[src/dqr_pkg.sv]
`timescale 1ns / 1ps

package dqr_pkg;

    localparam int DEPTH  = 16;
    localparam int CNT_W  = $clog2(DEPTH + 1);
    localparam int DATA_W = 32;
    localparam int CMD_W  = 3;
    localparam int STAT_W = 2;
    localparam int OCC_W  = 5;

    localparam logic [CMD_W-1:0] CMD_PUSH_FRONT = 3'd0;
    localparam logic [CMD_W-1:0] CMD_PUSH_BACK  = 3'd1;
    localparam logic [CMD_W-1:0] CMD_POP_FRONT  = 3'd2;
    localparam logic [CMD_W-1:0] CMD_POP_BACK   = 3'd3;
    localparam logic [CMD_W-1:0] CMD_REMOVE     = 3'd4;

    localparam logic [STAT_W-1:0] ST_OK        = 2'd0;
    localparam logic [STAT_W-1:0] ST_EMPTY     = 2'd1;
    localparam logic [STAT_W-1:0] ST_NOT_FOUND = 2'd2;
    localparam logic [STAT_W-1:0] ST_FULL      = 2'd3;

    // broadcast to every cell; strobes are qualified by accept, pushes also by not full and pop front by not empty
    typedef struct packed {
        logic                     push_front;
        logic                     push_back;
        logic                     pop_front;
        logic                     remove;
        logic signed [DATA_W-1:0] value;
    } dqr_ctl_t;

    // where a cell sits relative to the current fill count
    typedef struct packed {
        logic occupied;
        logic tail;
        logic last;
    } dqr_pos_t;

    // count modulo 2**OCC_W, for any CNT_W
    function automatic logic [OCC_W-1:0] occ_of(input logic [CNT_W-1:0] cnt);
        logic [CNT_W+OCC_W-1:0] wide;
        wide = {{OCC_W{1'b0}}, cnt};
        return wide[OCC_W-1:0];
    endfunction

endpackage

[src/dqr_if.sv]
`timescale 1ns / 1ps

interface dqr_cmd_if;
    logic                              valid;
    logic                              ready;
    logic [dqr_pkg::CMD_W-1:0]         cmd;
    logic signed [dqr_pkg::DATA_W-1:0] value;

    modport source (output valid, output cmd, output value, input ready);
    modport sink   (input valid, input cmd, input value, output ready);
endinterface

interface dqr_rsp_if;
    logic                              valid;
    logic                              ready;
    logic [dqr_pkg::STAT_W-1:0]        status;
    logic signed [dqr_pkg::DATA_W-1:0] data;
    logic [dqr_pkg::OCC_W-1:0]         occupancy;

    modport source (output valid, output status, output data, output occupancy, input ready);
    modport sink   (input valid, input status, input data, input occupancy, output ready);
endinterface

[src/dqr_cell.sv]
`timescale 1ns / 1ps

module dqr_cell (
    input  logic                              clk,
    input  dqr_pkg::dqr_ctl_t                 ctl,
    input  dqr_pkg::dqr_pos_t                 pos,
    input  logic signed [dqr_pkg::DATA_W-1:0] prev_data,
    input  logic signed [dqr_pkg::DATA_W-1:0] next_data,
    input  logic                              hit_in,
    output logic                              hit_out,
    output logic signed [dqr_pkg::DATA_W-1:0] data,
    output logic signed [dqr_pkg::DATA_W-1:0] tap
);

    logic signed [dqr_pkg::DATA_W-1:0] data_reg;
    logic signed [dqr_pkg::DATA_W-1:0] data_next;
    logic                              match;

    assign match   = pos.occupied && (data_reg == ctl.value);
    // hit_out: this cell or one nearer the front holds the first match
    assign hit_out = hit_in || match;
    assign data    = data_reg;
    assign tap     = pos.last ? data_reg : '0;

    always_comb
    begin
        data_next = data_reg;
        if (ctl.push_front)
        begin
            data_next = prev_data;
        end
        else if (ctl.push_back)
        begin
            if (pos.tail)
            begin
                data_next = ctl.value;
            end
        end
        else if (ctl.pop_front)
        begin
            data_next = next_data;
        end
        else if (ctl.remove)
        begin
            if (hit_out)
            begin
                data_next = next_data;
            end
        end
    end

    always_ff @(posedge clk)
    begin
        data_reg <= data_next;
    end

endmodule

[src/deque_with_remove_by_value.sv]
`timescale 1ns / 1ps

// Bounded double-ended queue of signed 32-bit values held in a row of cells,
// front at cell 0. Each command beat (push front, push back, pop front, pop
// back, remove first match from the front) is executed in the cycle it is
// accepted and yields exactly one registered result beat: status, the value
// moved, and the occupancy after the step. A new command is taken every
// cycle as long as the result register is empty or being drained, so the
// sustained rate is one command per clock. The critical path is the remove
// search: every cell compares its entry against the value in parallel, and
// the first-match flag ripples down the row so the matching cell and each behind it
// takes its neighbor's entry. A push into a full queue is dropped with status
// full; a pop or remove on an empty queue reports empty; unused command codes
// report ok with data zero and change nothing. Occupancy is the count modulo 32.

module deque_with_remove_by_value (
    input logic       clk,
    input logic       rst_n,
    dqr_cmd_if.sink   req,
    dqr_rsp_if.source rsp
);

    localparam int DEPTH = dqr_pkg::DEPTH;

    logic [dqr_pkg::CNT_W-1:0]  count_reg;
    logic [dqr_pkg::CNT_W-1:0]  count_next;
    logic                       res_valid_reg;
    logic [dqr_pkg::STAT_W-1:0] status_reg;
    logic [dqr_pkg::STAT_W-1:0] status_next;
    logic signed [dqr_pkg::DATA_W-1:0] data_reg;
    logic signed [dqr_pkg::DATA_W-1:0] data_next;
    logic [dqr_pkg::OCC_W-1:0]  occ_reg;

    logic accept;
    logic full;
    logic empty;
    logic found;
    logic signed [dqr_pkg::DATA_W-1:0] back_data;

    dqr_pkg::dqr_ctl_t ctl;
    dqr_pkg::dqr_pos_t pos [DEPTH];

    logic signed [dqr_pkg::DATA_W-1:0] cell_data [DEPTH];
    logic signed [dqr_pkg::DATA_W-1:0] cell_tap  [DEPTH];
    logic                              hit       [DEPTH+1];

    assign req.ready = !res_valid_reg || rsp.ready;
    assign accept    = req.valid && req.ready;
    assign full      = (count_reg == dqr_pkg::CNT_W'(DEPTH));
    assign empty     = (count_reg == '0);
    assign found     = hit[DEPTH];

    // pushes need room and pop front an entry; every accepted remove is strobed
    always_comb
    begin
        ctl.value      = req.value;
        ctl.push_front = accept && (req.cmd == dqr_pkg::CMD_PUSH_FRONT) && !full;
        ctl.push_back  = accept && (req.cmd == dqr_pkg::CMD_PUSH_BACK) && !full;
        ctl.pop_front  = accept && (req.cmd == dqr_pkg::CMD_POP_FRONT) && !empty;
        ctl.remove     = accept && (req.cmd == dqr_pkg::CMD_REMOVE);
    end

    assign hit[0] = 1'b0;

    genvar gi;
    generate
        for (gi = 0; gi < DEPTH; gi++)
        begin : g_cell
            logic signed [dqr_pkg::DATA_W-1:0] prev_d;
            logic signed [dqr_pkg::DATA_W-1:0] next_d;

            always_comb
            begin
                pos[gi].occupied = (dqr_pkg::CNT_W'(gi) < count_reg);
                pos[gi].tail     = (dqr_pkg::CNT_W'(gi) == count_reg);
                pos[gi].last     = (dqr_pkg::CNT_W'(gi + 1) == count_reg);
            end

            if (gi == 0)
            begin : g_head
                assign prev_d = req.value;
            end
            else
            begin : g_body
                assign prev_d = cell_data[gi-1];
            end

            if (gi == DEPTH - 1)
            begin : g_end
                assign next_d = '0;
            end
            else
            begin : g_mid
                assign next_d = cell_data[gi+1];
            end

            dqr_cell u_cell (
                .clk       (clk),
                .ctl       (ctl),
                .pos       (pos[gi]),
                .prev_data (prev_d),
                .next_data (next_d),
                .hit_in    (hit[gi]),
                .hit_out   (hit[gi+1]),
                .data      (cell_data[gi]),
                .tap       (cell_tap[gi])
            );
        end
    endgenerate

    // one-hot select of the back entry: only the last occupied cell drives its tap
    always_comb
    begin
        back_data = '0;
        for (int i = 0; i < DEPTH; i++)
        begin
            back_data = back_data | cell_tap[i];
        end
    end

    always_comb
    begin
        count_next  = count_reg;
        status_next = dqr_pkg::ST_OK;
        data_next   = '0;
        case (req.cmd)
            dqr_pkg::CMD_PUSH_FRONT,
            dqr_pkg::CMD_PUSH_BACK:
            begin
                if (full)
                begin
                    status_next = dqr_pkg::ST_FULL;
                end
                else
                begin
                    data_next  = req.value;
                    count_next = count_reg + 1'b1;
                end
            end
            dqr_pkg::CMD_POP_FRONT:
            begin
                if (empty)
                begin
                    status_next = dqr_pkg::ST_EMPTY;
                end
                else
                begin
                    data_next  = cell_data[0];
                    count_next = count_reg - 1'b1;
                end
            end
            dqr_pkg::CMD_POP_BACK:
            begin
                if (empty)
                begin
                    status_next = dqr_pkg::ST_EMPTY;
                end
                else
                begin
                    data_next  = back_data;
                    count_next = count_reg - 1'b1;
                end
            end
            dqr_pkg::CMD_REMOVE:
            begin
                if (empty)
                begin
                    status_next = dqr_pkg::ST_EMPTY;
                end
                else if (found)
                begin
                    data_next  = req.value;
                    count_next = count_reg - 1'b1;
                end
                else
                begin
                    status_next = dqr_pkg::ST_NOT_FOUND;
                end
            end
            default:
            begin
                status_next = dqr_pkg::ST_OK;
            end
        endcase
    end

    always_ff @(posedge clk or negedge rst_n)
    begin
        if (!rst_n)
        begin
            count_reg     <= '0;
            res_valid_reg <= 1'b0;
        end
        else
        begin
            if (accept)
            begin
                count_reg     <= count_next;
                res_valid_reg <= 1'b1;
            end
            else if (rsp.ready)
            begin
                res_valid_reg <= 1'b0;
            end
        end
    end

    // result payload, no reset needed
    always_ff @(posedge clk)
    begin
        if (accept)
        begin
            status_reg <= status_next;
            data_reg   <= data_next;
            occ_reg    <= dqr_pkg::occ_of(count_next);
        end
    end

    assign rsp.valid     = res_valid_reg;
    assign rsp.status    = status_reg;
    assign rsp.data      = data_reg;
    assign rsp.occupancy = occ_reg;

    a_count_bound: assert property (@(posedge clk) disable iff (!rst_n)
        count_reg <= dqr_pkg::CNT_W'(DEPTH))
        else $error("fill count above depth");

    a_full_status: assert property (@(posedge clk) disable iff (!rst_n)
        res_valid_reg && (status_reg == dqr_pkg::ST_FULL) |-> full)
        else $error("full status with room left");

    a_empty_status: assert property (@(posedge clk) disable iff (!rst_n)
        res_valid_reg && (status_reg == dqr_pkg::ST_EMPTY) |-> empty)
        else $error("empty status with entries stored");

    a_no_hit_when_empty: assert property (@(posedge clk) disable iff (!rst_n)
        empty |-> !found)
        else $error("match reported on empty queue");

    a_push_grows: assert property (@(posedge clk) disable iff (!rst_n)
        (ctl.push_front || ctl.push_back) |=> (count_reg == $past(count_reg) + 1'b1))
        else $error("push did not grow the count");

endmodule
[src/flat_wrapper.sv]
// flat-port wrapper written by rule: the top's interface ports become plain ports
module deque_with_remove_by_value_flat 
  (clk, rst_n, req_valid, req_cmd, req_value, req_ready, rsp_valid, rsp_status, rsp_data, rsp_occupancy, rsp_ready);
  dqr_cmd_if req_i ();
  dqr_rsp_if rsp_i ();
  input logic clk;
  input logic rst_n;
  input wire logic [$bits(req_i.valid)-1:0] req_valid;
  input wire logic [$bits(req_i.cmd)-1:0] req_cmd;
  input wire logic [$bits(req_i.value)-1:0] req_value;
  output wire logic [$bits(req_i.ready)-1:0] req_ready;
  output wire logic [$bits(rsp_i.valid)-1:0] rsp_valid;
  output wire logic [$bits(rsp_i.status)-1:0] rsp_status;
  output wire logic [$bits(rsp_i.data)-1:0] rsp_data;
  output wire logic [$bits(rsp_i.occupancy)-1:0] rsp_occupancy;
  input wire logic [$bits(rsp_i.ready)-1:0] rsp_ready;
  assign req_i.valid = req_valid;
  assign req_i.cmd = req_cmd;
  assign req_i.value = req_value;
  assign req_ready = req_i.ready;
  assign rsp_valid = rsp_i.valid;
  assign rsp_status = rsp_i.status;
  assign rsp_data = rsp_i.data;
  assign rsp_occupancy = rsp_i.occupancy;
  assign rsp_i.ready = rsp_ready;
  deque_with_remove_by_value u_core (.clk(clk), .rst_n(rst_n), .req(req_i), .rsp(rsp_i));
endmodule
[config.mk]
export PLATFORM = sky130hd
export DESIGN_NAME = deque_with_remove_by_value_flat
export DESIGN_NICKNAME = d
export VERILOG_FILES = /design/src/dqr_pkg.sv /design/src/dqr_if.sv /design/src/dqr_cell.sv /design/src/deque_with_remove_by_value.sv /design/src/flat_wrapper.sv
export SDC_FILE = /design/constraint.sdc
export NUM_CORES = 2
export LEC_CHECK = 0
export BUFFER_PORTS_ARGS = -buffer_cell sky130_fd_sc_hd__buf_4
export CAP_MARGIN = 20
export CORE_UTILIZATION = 45
export CTS_CLUSTER_DIAMETER = 120
export DETAILED_ROUTE_END_ITERATION = 8
export PLACE_DENSITY = 0.64
export RECOVER_POWER = 50
export SLEW_MARGIN = 15
export SYNTH_ARGS = -nofsm -noshare
export SYNTH_HDL_FRONTEND = slang
export SYNTH_HIERARCHICAL = 1
export SYNTH_SLANG_ARGS = --single-unit
[constraint.sdc]
create_clock -name clk -period 7.2 [get_ports clk]
set_input_delay 1.44 -clock clk [delete_from_list [all_inputs] [get_ports clk]]
set_output_delay 1.44 -clock clk [all_outputs]
set_load 0.1 [all_outputs]
==> metrics <==
Yosys warnings 6; Cells after Synth about 4000; GRT met3 Usage 7.00%; violated checks max-capacitance violations, max-slew violations; M2 GR Usage 43.0%; Post-Syn Area just under 0.04 mm^2; number of flip-flops in the largest register a little over 500; die area 0.0882 mm^2; CTS sink count approximately 560; # H-tree levels 3; WHS about 0.63 ns; Slew @ Worst Pin ~2.8 ns; Initial Util a little under half; max capacitance violation total 7; row cnt ~110; Slew HR -88.3%; Final Hold Vio Count 0; CP Launch Type input pin; Final Max Tran Viols 345; # hold bufs at CTS 0; first-pass GRT wire length a little over 200000 um; Non-Filler Instances 5245; pin count of the biggest net entering global routing 190; Fmax achieved approximately 150 MHz; clk_skew around 0.023 ns; post-CTS setup buffers 0; initial antenna violation count 11; cts repair resizes 0; crit-path max FO 83; setup_tns 0 ns; WP data arrival slightly below 7 ns; Tot GR Track Use a little over 30%; async set-reset flop share out of synthesis 1.08%; PortBufs 79; sequential element share of the synthesized area between 40% and 50%; Cells after DPL 5126; final setup violation count 0; Top Usage Layer GRT met1; CP required approximately 7.5 ns; Main synth FF type edfxtp_1; clk buf depth 3; LEAKAGE approximately 13 nW; Pwr Density around 230 mW/mm^2; CTS tree yes; Skew-Pair Late Insertion Delay ~0.63 ns; Worst Setup End Kind flip-flop; Synth top area share between 40% and 50%; Hold Path Class reg2reg; CORE AREA 0.0857 mm^2; Routed Antenna Nets 0; clock buffer count from CTS roughly 70; Clock transition at path regs around 0.050 ns; initial DRC count 4307; synth cell count leaders edfxtp_1 (551), o21ai_0 (550), nand2_1 (545); Distinct cells, synth 56; DRC violations left 0; part of the cycle the worst path needs about nine tenths; post-layout net count between 4000 and 5000; Top-Level Pins 80; dpl cell area between 0.04 and 0.05 mm^2; routed len/inst 26.3 um; Post-synth EDFFs 551; GRT overflow 0; number of global-route vias before repair ~30000; status complete, but fails checks; crit path time final 6.57 ns; Syn Area/Cell ~10 um^2; die span in y ~300 um; GPL Wtd Cong about 0.94; Synth Register Bits 557; Post-Route WL between 100000 and 150000 um; Final Cell Area 0.0434 mm^2; Die X 297 um; area grow syn2layout 10.8%; cell taking the most area after synthesis edfxtp_1; post-DP HPWL between 80000 and 90000 um; layout cells sized above 1 between 6 and 7%; critical path type in2reg; top cells by area, synth edfxtp_1 (42%), mux2i_1 (13%), xnor2_1 (9.7%); Via density a little over 6; 1st-pass router iterations 5; count leader, synth edfxtp_1; via count 31827; RSZ-0062 raised after global routing false; clock root buffer clkbuf_16; Max VDD drop roughly 0.17 mV; M1 GR Usage between 40% and 50%
## report_power, final
part           internal [mW]  switching (mW)
Combinational          0.787            1.69
Clock                   1.97            1.44
Sequential              3.78           0.208
## cell type report
cell class / instances / area [um^2]
multi-input combinational: 3228 / 21600
sequential: 557 / 16700
clock buffer: 86 / 1860
clock inverter: 30 / 262
antenna: 3 / 7.51
fill: 7923 / 42300
inverter: 10 / 42.5
tap: 1144 / 1430
timing repair buffer: 187 / 1440
## cell usage in the layout, fill, tap and decap left out, types with 9 or more instances in the layout
cell type    n
conb_1      33
nand4_1    128
edfxtp_1   551
mux2i_1    513
clkbuf_16   72
xnor2_1    435
buf_4      119
o2bb2ai_1   33
xor2_1      80
and3_1      20
clkbuf_1    58
and2_1     515
nor3b_1     17
nor2b_1     34
buf_12      16
nor4_1     192
o21ai_0    550
a31o_1      16
nor2_1      27
inv_1        9
nand2_1    545
clkinv_1    13
## logic make-up after synthesis
kind of cell,share of synthesized area (%)
buffers and inverters,2.76
flip-flops,42.6
XOR/XNOR,11.5
multiplexers,13.1
AND/OR/NAND/NOR,20.6
AO/OA/AOI/OAI,9.14
adder cells (fa/ha/maj),0.160
other,0.00958
## routing by layer
metal  wire length, um  share of wire [%]  vias to the layer above
met5                20              0.015                        -
met2             57300                 42                     1739
li1                  -                  -                    14483
met3             15400                 11                      227
met4              5470                4.0                        4
met1             59600                 43                    15374
## critical path, cell delays in order
cell and delay [ns]:
clkbuf_4 0.09, nand2b_1 0.27, nand2_1 0.20, inv_1 0.12, buf_4 0.66, and3_1 1.92
buf_12 0.34, clkbuf_4 1.19, mux2i_1 0.31, o21ai_0 0.12
## final timing paths
check | endpoint | depth (start not counted) | startpoint | slack, ns
max | u_core/g_cell[9].u_cell/data[9]$_DFFE_PP_ | 10 | rsp_ready | 0.63
min reg2reg | u_core/g_cell[10].u_cell/data[9]$_DFFE_PP_ | 2 | u_core/g_cell[9].u_cell/data[9]$_DFFE_PP_ | 0.63
max in group asynchronous | u_core/count_reg[1]$_DFFE_PN0P_ | 1 | rst_n | 6.21
max reg2reg | u_core/g_cell[9].u_cell/data[9]$_DFFE_PP_ | 9 | u_core/count_reg[1]$_DFFE_PN0P_ | 0.85
min in group asynchronous | u_core/count_reg[2]$_DFFE_PN0P_ | 1 | rst_n | 0.70
min | u_core/g_cell[10].u_cell/data[9]$_DFFE_PP_ | 2 | u_core/g_cell[9].u_cell/data[9]$_DFFE_PP_ | 0.63
## per-stage QoR
stage / setup slack [ns] / total power [mW] / utilization [%]
4_1_cts: 1.10 / 9.87 / 50.9
2_1_floorplan: 0.370 / 5.44 / -
6_report: 0.627 / 9.88 / 50.6
3_5_place_dp: 0.461 / 6.47 / 48.4
3_3_place_gp: 0.514 / 6.44 / 48.4
5_1_grt: 0.463 / 10.2 / 50.6
No activity file was read; power rests on OpenSTA's default activity.
